$ cat src/design/pplu_pkg.sv
// ----------------------------------------------------------------------------
// Prey-predator lattice update package
// Opcodes, register indexes, reset values and the pair transition table.
// ----------------------------------------------------------------------------
package pplu_pkg;

    localparam logic OP_UPDATE = 1'b0;
    localparam logic OP_WRITE  = 1'b1;

    localparam int unsigned CFG_IDX_W = 2;

    localparam logic [CFG_IDX_W-1:0] REG_ALPHA = 2'd0;
    localparam logic [CFG_IDX_W-1:0] REG_BETA  = 2'd1;
    localparam logic [CFG_IDX_W-1:0] REG_GAMMA = 2'd2;
    localparam logic [CFG_IDX_W-1:0] REG_SIZE  = 2'd3;

    // Reset values of the probabilities as 16-bit fractions of one.
    localparam int unsigned ALPHA_RST16 = 14418;
    localparam int unsigned BETA_RST16  = 6554;
    localparam int unsigned GAMMA_RST16 = 58982;
    localparam int unsigned SIZE_RST    = 1000;

    typedef struct packed {
        logic prey;
        logic pred;
    } t_site;

    typedef struct packed {
        logic r1_half;
        logic r1_alpha;
        logic r1_beta;
        logic r2_alpha;
        logic r2_beta;
        logic r2_gamma;
    } t_cmp;

    // Pair code is prey_i, prey_j, pred_i, pred_j from the top bit down.
    function automatic logic [3:0] next_code(input logic [3:0] k, input t_cmp c);
        logic [3:0] n;
        n = k;
        case (k)
            4'd1, 4'd4: n = c.r1_alpha ? 4'd8 : k;
            4'd2:  n = c.r1_alpha ? 4'd1 : k;
            4'd5:  n = c.r1_alpha ? 4'd10 : k;
            4'd13: n = c.r1_alpha ? 4'd14 : k;
            4'd3:  n = c.r1_beta ? 4'd0 : k;
            4'd7:  n = c.r1_beta ? 4'd8 : k;
            4'd15: n = c.r1_beta ? 4'd12 : k;
            4'd8:  n = c.r1_half ? (c.r2_alpha ? 4'd12 : k) : 4'd4;
            4'd9:  n = c.r1_half ? (c.r2_alpha ? 4'd14 : k) : 4'd6;
            4'd10: n = c.r1_half ? (c.r2_alpha ? 4'd13 : k) : 4'd5;
            4'd14: n = c.r1_half ? (c.r2_gamma ? 4'd11 : k) : 4'd13;
            4'd6:  n = c.r1_half ? (c.r2_gamma ? 4'd3 : k) : 4'd9;
            4'd11: n = c.r1_half ? (c.r2_alpha ? 4'd15 : k)
                                 : (c.r2_beta ? 4'd4 : k);
            default: n = k;
        endcase
        return n;
    endfunction

endpackage

$ cat src/design/pplu_ram.sv
// ----------------------------------------------------------------------------
// Generic single-port-write RAM
// One write and one registered read per cycle; a read at the address being
// written returns the old contents.
// ----------------------------------------------------------------------------
module pplu_ram #(
    parameter int unsigned WIDTH = 2,
    parameter int unsigned DEPTH = 512
) (
    input  logic                                     i_clk,
    input  logic                                     i_we,
    input  logic [((DEPTH > 1) ? $clog2(DEPTH) : 1)-1:0] i_waddr,
    input  logic [WIDTH-1:0]                         i_wdata,
    input  logic [((DEPTH > 1) ? $clog2(DEPTH) : 1)-1:0] i_raddr,
    output logic [WIDTH-1:0]                         o_rdata
);

    logic [WIDTH-1:0] r_mem [DEPTH];
    logic [WIDTH-1:0] r_rdata;

    always_ff @(posedge i_clk) begin
        if (i_we) begin
            r_mem[i_waddr] <= i_wdata;
        end
        r_rdata <= r_mem[i_raddr];
    end

    assign o_rdata = r_rdata;

endmodule

$ cat src/design/pplu_cfg.sv
// ----------------------------------------------------------------------------
// Prey-predator lattice configuration registers
// Holds the three probabilities and the ring size, and derives the ring size
// in use, held within two and the lattice depth.
// ----------------------------------------------------------------------------
module pplu_cfg #(
    parameter int unsigned MAX_SITES = 1024,
    parameter int unsigned PROB_BITS = 16
) (
    input  logic                                   i_clk,
    input  logic                                   i_rst_n,
    input  logic                                   i_cfg_we,
    input  logic [pplu_pkg::CFG_IDX_W-1:0]         i_cfg_idx,
    input  logic [((PROB_BITS > $clog2(MAX_SITES + 1)) ? PROB_BITS
                   : $clog2(MAX_SITES + 1))-1:0]  i_cfg_data,
    output logic [PROB_BITS-1:0]                   o_alpha,
    output logic [PROB_BITS-1:0]                   o_beta,
    output logic [PROB_BITS-1:0]                   o_gamma,
    output logic [$clog2(MAX_SITES + 1)-1:0]       o_eff_size
);

    localparam int unsigned CW    = $clog2(MAX_SITES + 1);
    localparam int unsigned SH_UP = (PROB_BITS >= 16) ? PROB_BITS - 16 : 0;
    localparam int unsigned SH_DN = (PROB_BITS < 16) ? 16 - PROB_BITS : 0;

    localparam logic [PROB_BITS-1:0] ALPHA_RST =
        PROB_BITS'((64'(pplu_pkg::ALPHA_RST16) << SH_UP) >> SH_DN);
    localparam logic [PROB_BITS-1:0] BETA_RST =
        PROB_BITS'((64'(pplu_pkg::BETA_RST16) << SH_UP) >> SH_DN);
    localparam logic [PROB_BITS-1:0] GAMMA_RST =
        PROB_BITS'((64'(pplu_pkg::GAMMA_RST16) << SH_UP) >> SH_DN);
    localparam logic [CW-1:0] SIZE_RST =
        CW'((MAX_SITES < pplu_pkg::SIZE_RST) ? MAX_SITES : pplu_pkg::SIZE_RST);
    localparam logic [CW-1:0] SIZE_MIN = CW'(2);
    localparam logic [CW-1:0] SIZE_MAX = CW'(MAX_SITES);

    logic [PROB_BITS-1:0] r_alpha;
    logic [PROB_BITS-1:0] r_beta;
    logic [PROB_BITS-1:0] r_gamma;
    logic [CW-1:0]        r_size;

    always_ff @(posedge i_clk) begin
        if (!i_rst_n) begin
            r_alpha <= ALPHA_RST;
            r_beta  <= BETA_RST;
            r_gamma <= GAMMA_RST;
            r_size  <= SIZE_RST;
        end else if (i_cfg_we) begin
            case (i_cfg_idx)
                pplu_pkg::REG_ALPHA: r_alpha <= i_cfg_data[PROB_BITS-1:0];
                pplu_pkg::REG_BETA:  r_beta  <= i_cfg_data[PROB_BITS-1:0];
                pplu_pkg::REG_GAMMA: r_gamma <= i_cfg_data[PROB_BITS-1:0];
                pplu_pkg::REG_SIZE:  r_size  <= i_cfg_data[CW-1:0];
                default: ;
            endcase
        end
    end

    always_comb begin
        if (r_size < SIZE_MIN) begin
            o_eff_size = SIZE_MIN;
        end else if (r_size > SIZE_MAX) begin
            o_eff_size = SIZE_MAX;
        end else begin
            o_eff_size = r_size;
        end
    end

    assign o_alpha = r_alpha;
    assign o_beta  = r_beta;
    assign o_gamma = r_gamma;

endmodule

$ cat src/design/prey_predator_lattice_update_top.sv
// ----------------------------------------------------------------------------
// Prey-predator lattice update
// Latency: the result strobe rises at the first clock edge after the edge
// that accepts the item, and the result is taken at the edge after that.
// Throughput: one item per cycle, set by the read-modify-write of a site pair
// through the even and odd site RAM banks with one cycle of write forwarding.
// Reset: a clearing pass of ceil(MAX_SITES/2) cycles zeroes both banks while
// busy is high. Results cannot be stalled by the receiver.
// ----------------------------------------------------------------------------
module prey_predator_lattice_update_top #(
    parameter int unsigned MAX_SITES = 1024,
    parameter int unsigned PROB_BITS = 16
) (
    input  logic                                   i_clk,
    input  logic                                   i_rst_n,
    input  logic                                   i_cfg_we,
    input  logic [pplu_pkg::CFG_IDX_W-1:0]         i_cfg_idx,
    input  logic [((PROB_BITS > $clog2(MAX_SITES + 1)) ? PROB_BITS
                   : $clog2(MAX_SITES + 1))-1:0]  i_cfg_data,
    input  logic                                   i_start,
    output logic                                   o_busy,
    input  logic                                   i_opcode,
    input  logic [$clog2(MAX_SITES)-1:0]           i_site,
    input  logic [PROB_BITS-1:0]                   i_rand_first,
    input  logic [PROB_BITS-1:0]                   i_rand_second,
    input  logic                                   i_prey_in,
    input  logic                                   i_predator_in,
    output logic                                   o_done,
    output logic [$clog2(MAX_SITES + 1)-1:0]       o_prey_total,
    output logic [$clog2(MAX_SITES + 1)-1:0]       o_predator_total,
    output logic                                   o_pair_changed,
    output logic                                   o_bad_site
);

    localparam int unsigned CW    = $clog2(MAX_SITES + 1);
    localparam int unsigned SW    = $clog2(MAX_SITES);
    localparam int unsigned DEPTH = (MAX_SITES + 1) / 2;
    localparam int unsigned AW    = (DEPTH > 1) ? $clog2(DEPTH) : 1;
    localparam logic [PROB_BITS-1:0] HALF = {1'b1, {(PROB_BITS - 1){1'b0}}};
    localparam logic [AW-1:0] CLR_LAST = AW'(DEPTH - 1);

    logic [PROB_BITS-1:0] w_alpha;
    logic [PROB_BITS-1:0] w_beta;
    logic [PROB_BITS-1:0] w_gamma;
    logic [CW-1:0]        w_eff_size;

    pplu_cfg #(
        .MAX_SITES (MAX_SITES),
        .PROB_BITS (PROB_BITS)
    ) u_cfg (
        .i_clk      (i_clk),
        .i_rst_n    (i_rst_n),
        .i_cfg_we   (i_cfg_we),
        .i_cfg_idx  (i_cfg_idx),
        .i_cfg_data (i_cfg_data),
        .o_alpha    (w_alpha),
        .o_beta     (w_beta),
        .o_gamma    (w_gamma),
        .o_eff_size (w_eff_size)
    );

    // Clearing pass.
    logic          r_clearing;
    logic [AW-1:0] r_clr_addr;

    // Input stage.
    logic                 w_accept;
    logic [CW-1:0]        w_ip1;
    logic [SW-1:0]        w_j;
    logic                 w_bad;
    logic [AW-1:0]        w_ea;
    logic [AW-1:0]        w_oa;

    logic                 r_v;
    logic                 r_op;
    logic                 r_bad;
    logic [SW-1:0]        r_i;
    logic [SW-1:0]        r_j;
    logic [AW-1:0]        r_ea;
    logic [AW-1:0]        r_oa;
    logic [PROB_BITS-1:0] r_r1;
    logic [PROB_BITS-1:0] r_r2;
    pplu_pkg::t_site      r_wr_bits;

    // Lattice storage and forwarding records.
    pplu_pkg::t_site      r_site0;
    pplu_pkg::t_site      w_rd_e;
    pplu_pkg::t_site      w_rd_o;
    logic                 r_fw_e_v;
    logic [AW-1:0]        r_fw_e_addr;
    pplu_pkg::t_site      r_fw_e_data;
    logic                 r_fw_o_v;
    logic [AW-1:0]        r_fw_o_addr;
    pplu_pkg::t_site      r_fw_o_data;

    logic [CW-1:0]        r_prey_cnt;
    logic [CW-1:0]        r_pred_cnt;
    logic                 r_done;
    logic                 r_changed;
    logic                 r_bad_out;

    // Update stage.
    pplu_pkg::t_site      w_cur_e;
    pplu_pkg::t_site      w_cur_o;
    pplu_pkg::t_site      w_old_i;
    pplu_pkg::t_site      w_old_j;
    pplu_pkg::t_site      w_new_i;
    pplu_pkg::t_site      w_new_j;
    pplu_pkg::t_cmp       w_cmp;
    logic [3:0]           w_code;
    logic [3:0]           w_next;
    logic                 w_act;
    logic                 w_upd;
    logic                 w_i_zero;
    logic                 w_j_zero;
    logic                 w_item_we_e;
    logic                 w_item_we_o;
    pplu_pkg::t_site      w_item_wd_e;
    pplu_pkg::t_site      w_item_wd_o;
    logic                 w_ram_we_e;
    logic                 w_ram_we_o;
    logic [AW-1:0]        w_ram_wa_e;
    logic [AW-1:0]        w_ram_wa_o;
    pplu_pkg::t_site      w_ram_wd_e;
    pplu_pkg::t_site      w_ram_wd_o;
    logic [1:0]           w_prey_up;
    logic [1:0]           w_prey_dn;
    logic [1:0]           w_pred_up;
    logic [1:0]           w_pred_dn;
    logic                 w_changed;

    assign o_busy   = r_clearing;
    assign w_accept = i_start && !r_clearing;

    always_comb begin
        w_ip1 = CW'(i_site) + CW'(1);
        w_j   = (w_ip1 == w_eff_size) ? SW'(0) : SW'(w_ip1);
        w_bad = CW'(i_site) >= w_eff_size;
        w_ea  = i_site[0] ? AW'(w_j >> 1) : AW'(i_site >> 1);
        w_oa  = i_site[0] ? AW'(i_site >> 1) : AW'(w_j >> 1);
    end

    always_ff @(posedge i_clk) begin
        if (!i_rst_n) begin
            r_clearing <= 1'b1;
            r_clr_addr <= '0;
        end else if (r_clearing) begin
            r_clr_addr <= r_clr_addr + AW'(1);
            if (r_clr_addr == CLR_LAST) begin
                r_clearing <= 1'b0;
            end
        end
    end

    always_ff @(posedge i_clk) begin
        if (!i_rst_n) begin
            r_v <= 1'b0;
        end else begin
            r_v <= w_accept;
        end
    end

    always_ff @(posedge i_clk) begin
        r_op      <= i_opcode;
        r_bad     <= w_bad;
        r_i       <= i_site;
        r_j       <= w_j;
        r_ea      <= w_ea;
        r_oa      <= w_oa;
        r_r1      <= i_rand_first;
        r_r2      <= i_rand_second;
        r_wr_bits <= '{prey: i_prey_in, pred: i_predator_in};
    end

    pplu_ram #(
        .WIDTH ($bits(pplu_pkg::t_site)),
        .DEPTH (DEPTH)
    ) u_ram_even (
        .i_clk   (i_clk),
        .i_we    (w_ram_we_e),
        .i_waddr (w_ram_wa_e),
        .i_wdata (w_ram_wd_e),
        .i_raddr (w_ea),
        .o_rdata (w_rd_e)
    );

    pplu_ram #(
        .WIDTH ($bits(pplu_pkg::t_site)),
        .DEPTH (DEPTH)
    ) u_ram_odd (
        .i_clk   (i_clk),
        .i_we    (w_ram_we_o),
        .i_waddr (w_ram_wa_o),
        .i_wdata (w_ram_wd_o),
        .i_raddr (w_oa),
        .o_rdata (w_rd_o)
    );

    always_comb begin
        w_cur_e = (r_fw_e_v && (r_fw_e_addr == r_ea)) ? r_fw_e_data : w_rd_e;
        w_cur_o = (r_fw_o_v && (r_fw_o_addr == r_oa)) ? r_fw_o_data : w_rd_o;

        w_i_zero = (r_i == SW'(0));
        w_j_zero = (r_j == SW'(0));
        w_old_i  = w_i_zero ? r_site0 : (r_i[0] ? w_cur_o : w_cur_e);
        w_old_j  = w_j_zero ? r_site0 : (r_j[0] ? w_cur_o : w_cur_e);

        w_cmp.r1_half  = r_r1 < HALF;
        w_cmp.r1_alpha = r_r1 < w_alpha;
        w_cmp.r1_beta  = r_r1 < w_beta;
        w_cmp.r2_alpha = r_r2 < w_alpha;
        w_cmp.r2_beta  = r_r2 < w_beta;
        w_cmp.r2_gamma = r_r2 < w_gamma;

        w_code = {w_old_i.prey, w_old_j.prey, w_old_i.pred, w_old_j.pred};
        w_next = pplu_pkg::next_code(w_code, w_cmp);

        w_act = r_v && !r_bad;
        w_upd = (r_op == pplu_pkg::OP_UPDATE);

        if (w_upd) begin
            w_new_i = '{prey: w_next[3], pred: w_next[1]};
            w_new_j = '{prey: w_next[2], pred: w_next[0]};
        end else begin
            w_new_i = r_wr_bits;
            w_new_j = w_old_j;
        end

        w_item_we_e = 1'b0;
        w_item_we_o = 1'b0;
        w_item_wd_e = w_new_i;
        w_item_wd_o = w_new_i;
        if (w_act) begin
            if (!w_i_zero) begin
                if (r_i[0]) begin
                    w_item_we_o = 1'b1;
                    w_item_wd_o = w_new_i;
                end else begin
                    w_item_we_e = 1'b1;
                    w_item_wd_e = w_new_i;
                end
            end
            if (w_upd && !w_j_zero) begin
                if (r_j[0]) begin
                    w_item_we_o = 1'b1;
                    w_item_wd_o = w_new_j;
                end else begin
                    w_item_we_e = 1'b1;
                    w_item_wd_e = w_new_j;
                end
            end
        end

        if (r_clearing) begin
            w_ram_we_e = 1'b1;
            w_ram_we_o = 1'b1;
            w_ram_wa_e = r_clr_addr;
            w_ram_wa_o = r_clr_addr;
            w_ram_wd_e = '0;
            w_ram_wd_o = '0;
        end else begin
            w_ram_we_e = w_item_we_e;
            w_ram_we_o = w_item_we_o;
            w_ram_wa_e = r_ea;
            w_ram_wa_o = r_oa;
            w_ram_wd_e = w_item_wd_e;
            w_ram_wd_o = w_item_wd_o;
        end

        w_prey_up = {1'b0, w_new_i.prey & ~w_old_i.prey}
                  + {1'b0, w_upd & w_new_j.prey & ~w_old_j.prey};
        w_prey_dn = {1'b0, ~w_new_i.prey & w_old_i.prey}
                  + {1'b0, w_upd & ~w_new_j.prey & w_old_j.prey};
        w_pred_up = {1'b0, w_new_i.pred & ~w_old_i.pred}
                  + {1'b0, w_upd & w_new_j.pred & ~w_old_j.pred};
        w_pred_dn = {1'b0, ~w_new_i.pred & w_old_i.pred}
                  + {1'b0, w_upd & ~w_new_j.pred & w_old_j.pred};

        w_changed = (w_new_i != w_old_i) || (w_upd && (w_new_j != w_old_j));
    end

    always_ff @(posedge i_clk) begin
        if (!i_rst_n) begin
            r_site0    <= '0;
            r_prey_cnt <= '0;
            r_pred_cnt <= '0;
            r_fw_e_v   <= 1'b0;
            r_fw_o_v   <= 1'b0;
            r_done     <= 1'b0;
        end else begin
            r_fw_e_v <= w_item_we_e;
            r_fw_o_v <= w_item_we_o;
            r_done   <= r_v;
            if (w_act) begin
                if (w_i_zero) begin
                    r_site0 <= w_new_i;
                end else if (w_upd && w_j_zero) begin
                    r_site0 <= w_new_j;
                end
                r_prey_cnt <= r_prey_cnt + CW'(w_prey_up) - CW'(w_prey_dn);
                r_pred_cnt <= r_pred_cnt + CW'(w_pred_up) - CW'(w_pred_dn);
            end
        end
    end

    always_ff @(posedge i_clk) begin
        r_fw_e_addr <= r_ea;
        r_fw_e_data <= w_item_wd_e;
        r_fw_o_addr <= r_oa;
        r_fw_o_data <= w_item_wd_o;
        r_changed   <= w_act && w_changed;
        r_bad_out   <= r_bad;
    end

    assign o_done           = r_done;
    assign o_prey_total     = r_prey_cnt;
    assign o_predator_total = r_pred_cnt;
    assign o_pair_changed   = r_changed;
    assign o_bad_site       = r_bad_out;

endmodule

$ cat config.mk
export PLATFORM = sky130hd
export DESIGN_NAME = prey_predator_lattice_update_top
export DESIGN_NICKNAME = d
export VERILOG_FILES = /design/src/design/pplu_pkg.sv /design/src/design/pplu_ram.sv /design/src/design/pplu_cfg.sv /design/src/design/prey_predator_lattice_update_top.sv
export SDC_FILE = /design/constraint.sdc
export NUM_CORES = 2
export LEC_CHECK = 0
export BUFFER_PORTS_ARGS = -buffer_cell sky130_fd_sc_hd__buf_2
export CAP_MARGIN = 10
export CORE_UTILIZATION = 45
export CTS_BUF_LIST = sky130_fd_sc_hd__clkbuf_8 sky130_fd_sc_hd__clkbuf_16
export DETAILED_ROUTE_END_ITERATION = 16
export PLACE_DENSITY = 0.57
export SETUP_SLACK_MARGIN = 0.4
export SYNTH_ARGS = -nofsm -noshare
export SYNTH_HDL_FRONTEND = slang
export SYNTH_HIERARCHICAL = 1
export SYNTH_SLANG_ARGS = --single-unit
export TNS_END_PERCENT = 5
$ cat constraint.sdc
create_clock -name i_clk -period 18.8 [get_ports i_clk]
set_input_delay 0.94 -clock i_clk [delete_from_list [all_inputs] [get_ports i_clk]]
set_output_delay 0.94 -clock i_clk [all_outputs]
set_load 0.02 [all_outputs]
==> impl_metrics.json <==
{
  "cts_hold_buf": 0,
  "slew_headroom": 0.0846,
  "synthSimpleGateAreaFrac": 0.0820,
  "quantity_of_gates_resized_following_cts": 0,
  "placed_area_sq_um": 97700,
  "io-pin-count": 93,
  "cts.sink_count": 2247,
  "grt_pass1_wl_um": 372000,
  "unrepaired_setup_endpoints_after_global_routing": "false",
  "core_area_sq_um": 210000,
  "vias_per_cell": 5.91,
  "ctsLongestPathBuffers": 3,
  "worst_ir_drop_vdd_uv": 99.9,
  "timing.critical_path.slowest_stage_cell": "sky130_fd_sc_hd__buf_4",
  "post_synth_inst_count": 6404,
  "syn_std_cell_area_sq_um": 94900,
  "post_route_clock_skew_ns": 0.0432,
  "clockPowerShare": 0.423,
  "max_freq_mhz": 123,
  "post-route-worst-setup-slack_ns": 10.69,
  "finish.cell_count_without_fillers": 9397,
  "final_count_of_pins_violating_max_slew": 0,
  "via_count_of_the_first_global_routing_pass": 56531,
  "cts_root_cell": "sky130_fd_sc_hd__clkbuf_16",
  "initial_core_util": 0.453,
  "synth_top_family_by_area": "multiplexers",
  "path_delay_family": "buffers and inverters",
  "hold_violations": 0,
  "post_synth_num_cell_types": 90,
  "synth_enable_flop_cells": 2048,
  "power_report.internal_total_mw": 8.21,
  "synthesis.nets": 6587,
  "placementRows": 168,
  "globalRouteOverflowTotal": 0,
  "clkSlewWorstSetupHoldPaths_ns": 0.06,
  "synth_warnings": 6,
  "number_of_setup_violations_in_the_final_report": 0,
  "die_x_um": 461,
  "firstDrtPassIters": 5,
  "drv.max_cap_violation_count": 0,
  "dpl.cell_count": 8976,
  "post_synth_xor_area_fraction": 0.00516,
  "detailedRoute.firstIterationViolations": 5165,
  "routed_wirelength_um": 251000,
  "min_period_ns": 8.11,
  "p_leak_nw": 29.9,
  "post_synth_fa_ha_maj_area_fraction": 0.0158,
  "finalWeightedCongestion": 0.838,
  "yosys_register_bits": 2247,
  "worstPathBufferInverterCount": 5,
  "avgSynthCellArea_sq_um": 14.8,
  "cts_tree": "yes",
  "grt_usage": 0.236,
  "powerDensity_nw_per_um2": 101,
  "cp.required_ns": 19.54,
  "post-route-util": 0.502,
  "post-route-drc-count": 0,
  "pwr-share-comb": 0.067,
  "grt_start_max_net_pins": 238,
  "h-tree-depth": 4,
  "worst_setup_path_end_kind": "register",
  "tightest_slew_ns": 1.35,
  "crit_path_max_incr_delay_ns": 0.79,
  "wl_per_cell_um": 26.7,
  "cell_repeated_most_along_the_worst_path": "sky130_fd_sc_hd__buf_4",
  "yosys_most_used_dff": "sky130_fd_sc_hd__edfxtp_1",
  "final_net_count": 6585,
  "syn2layout_area_growth_pct": 10.8,
  "worst-path-max-fanout": 106,
  "fin_crit_sh": 0.431,
  "cts-buffers-inserted": 228,
  "min_path_type": "input port to register",
  "quantity_of_i_o_buffers_inserted_on_ports": 92,
  "critical_path.cell_chain": "buf_2 > ha_1 > nand3_1 > nor2_1 > nand3_1 > xor2_1 > xnor2_1 > nand4_1 > nor2_2 > nor2b_1 > a21bo_4 > buf_4 > buf_4 > buf_12 > buf_4 > mux4_2 > o22ai_1 > o21ai_0 > nand4_1 > a21oi_1 > o21bai_1 > or4_1",
  "seq_power_share": 0.510,
  "antenna_found_initial": 2,
  "floorplan.die_area_sq_um": 213000,
  "worst_setup_path_start_kind": "input port",
  "post-place-ws_ns": 9.77,
  "worst_skew_pair.late_latency_ns": 0.87,
  "detailroute.via_count": 55583,
  "async_set_or_reset_flop_fraction_in_the_synthesized_netlist": 0,
  "totalNegativeSetupSlack_ns": 0,
  "synth_compound_gate_area_share": 0.0585,
  "dpl.hpwl_um": 146000,
  "cts.repair_timing.setup_buffer_count": 0,
  "power.switching_fraction": 0.228,
  "status": "completed",
  "floorplan.die.height_um": 461,
  "critical_path_arrival_ns": 8.84,
  "synth_mux_area_frac": 0.117,
  "detail-route-antenna-nets": 0,
  "ys_seq_area_frac": 0.690,
  "timing_worst_setup_path_type": "input port to register",
  "final_cell_area_sq_um": 105000,
  "switching_power_mw": 2.42,
  "post_route_cells_drive_above_1_share": 0.135
}
[cells in the mapped netlist, types with 14 or more instances]
cell                       count  area (sq um)
sky130_fd_sc_hd__ha_1        110          1380
sky130_fd_sc_hd__xnor2_1      41           359
sky130_fd_sc_hd__nor3_1       98           490
sky130_fd_sc_hd__edfxtp_1   2048         61500
sky130_fd_sc_hd__nor2b_1      30           188
sky130_fd_sc_hd__o21ai_0     111           556
sky130_fd_sc_hd__mux2_2       17           191
sky130_fd_sc_hd__inv_1       121           454
sky130_fd_sc_hd__buf_2        72           360
sky130_fd_sc_hd__nand2b_1     17           106
sky130_fd_sc_hd__a21o_1       35           263
sky130_fd_sc_hd__buf_1        34           128
sky130_fd_sc_hd__a21boi_0     25           188
sky130_fd_sc_hd__o22ai_1      87           544
sky130_fd_sc_hd__and2_1       22           138
sky130_fd_sc_hd__nand3_1      79           395
sky130_fd_sc_hd__nand2_1     319          1200
sky130_fd_sc_hd__o221ai_1    222          1940
sky130_fd_sc_hd__nand4_1      33           206
sky130_fd_sc_hd__a221oi_1     14           123
sky130_fd_sc_hd__dfxtp_1     199          3980
sky130_fd_sc_hd__buf_6        57           642
sky130_fd_sc_hd__mux2i_1     515          5150
sky130_fd_sc_hd__a211oi_1     29           218
sky130_fd_sc_hd__nor2_1     1143          4290
sky130_fd_sc_hd__clkbuf_1    222           833
sky130_fd_sc_hd__buf_4        39           293
sky130_fd_sc_hd__a21oi_1     141           706
sky130_fd_sc_hd__or3_1        16           100
sky130_fd_sc_hd__nor4_1       25           156
sky130_fd_sc_hd__mux4_2      256          5770
[cell families (layout without fill, tap and decap cells)]
family | after synthesis | in the layout
mux | 790 | 790
simple gates | 1849 | 1849
fa+ha+maj | 116 | 116
flops | 2247 | 2247
compound gates | 782 | 782
other cells | 0 | 1
buf+inv | 565 | 752
xor+xnor | 55 | 55
[final cells by class]
cell class / count / area [sq um]
well taps: 2805 / 3510
inverters: 127 / 479
multi-input cells: 3592 / 26800
clock inverters: 171 / 1450
repair buffers: 206 / 1410
clock buffers: 248 / 6030
diodes: 1 / 2.50
flip-flops and latches: 2247 / 65500
fillers: 17784 / 104000
[cell usage in the layout (no fill, tap or decap), types with 29 or more instances in the layout]
cell | synthesis | layout
sky130_fd_sc_hd__ha_1 | 110 | 110
sky130_fd_sc_hd__dfxtp_1 | 199 | 199
sky130_fd_sc_hd__nand4_1 | 33 | 33
sky130_fd_sc_hd__a21o_1 | 35 | 35
sky130_fd_sc_hd__o22ai_1 | 87 | 87
sky130_fd_sc_hd__clkinv_1 | 4 | 39
sky130_fd_sc_hd__mux2i_1 | 515 | 515
sky130_fd_sc_hd__clkinv_2 | 0 | 41
sky130_fd_sc_hd__nand3_1 | 79 | 71
sky130_fd_sc_hd__buf_2 | 72 | 93
sky130_fd_sc_hd__xnor2_1 | 41 | 41
sky130_fd_sc_hd__nor2_1 | 1143 | 1142
sky130_fd_sc_hd__clkbuf_16 | 0 | 232
sky130_fd_sc_hd__a21oi_1 | 141 | 139
sky130_fd_sc_hd__a211oi_1 | 29 | 29
sky130_fd_sc_hd__nor3_1 | 98 | 98
sky130_fd_sc_hd__mux4_2 | 256 | 256
sky130_fd_sc_hd__buf_4 | 39 | 105
sky130_fd_sc_hd__nand2_1 | 319 | 295
sky130_fd_sc_hd__o221ai_1 | 222 | 222
sky130_fd_sc_hd__edfxtp_1 | 2048 | 2048
sky130_fd_sc_hd__inv_1 | 121 | 169
sky130_fd_sc_hd__o21ai_0 | 111 | 107
[worst register-to-register path, delay by kind of cell (launching register included)]
kind,cells,cell delay [ns]
AOI/OAI and AO/OA,6,1.31
buffers and inverters,4,3.03
muxes,1,0.66
adders and majority gates,1,0.34
and+or+nand+nor,8,1.92
DFF,1,0.33
[layer usage]
metal | track usage | wire length (um) | part of all wire | vias up
met3 | 0.0321 | 14800 | 0.059 | 372
met2 | 0.387 | 122000 | 0.48 | 1860
met5 | 0 | 0 | 0 | -
met1 | 0.327 | 108000 | 0.43 | 28819
met4 | 0.0694 | 6910 | 0.027 | 0
li1 | - | - | - | 24532
[worst paths after layout]
kind / start / to / slack, ns / cells past startpoint
setup / recovery: i_site[0] / u_ram_odd/o_rdata[0] / 10.69 / 22
hold / removal: i_rand_first[5] / r_r1[5] / 0.17 / 1
setup reg to reg: u_cfg/r_size[5] / u_ram_odd/o_rdata[0] / 11.08 / 20
hold reg to reg: r_ea[5] / r_fw_e_addr[5] / 0.38 / 0
[power by group through the flow]
stage	clock, mW	sequential, mW	combinational (mW)
after floorplan	0	5.51	0.505
after global placement	0	5.53	0.710
after detailed placement	0	5.53	0.715
after CTS	4.58	5.42	0.718
after global routing	4.76	5.42	0.764
final	4.49	5.42	0.717
[flip-flops by register name, indices dropped and copies added (netlist names), 10 cells and up]
register,cells
o_prey_total,11
o_predator_total,11
r_j,10
r_r2,16
r_r1,16
u_cfg/o_gamma,16
r_i,10
u_cfg/o_alpha,16
u_ram_odd/r_mem,1024
u_ram_even/r_mem,1024
u_cfg/r_size,11
u_cfg/o_beta,16
[per-stage QoR]
step | total power [mW] | hold WS (ns)
2_1_floorplan | 6.02 | 0.344
3_3_place_gp | 6.24 | 0.368
3_5_place_dp | 6.24 | 0.374
4_1_cts | 10.7 | 0.0852
5_1_grt | 10.9 | 0.115
6_report | 10.6 | 0.168
Note: power is estimated with default switching activity, not from simulation.
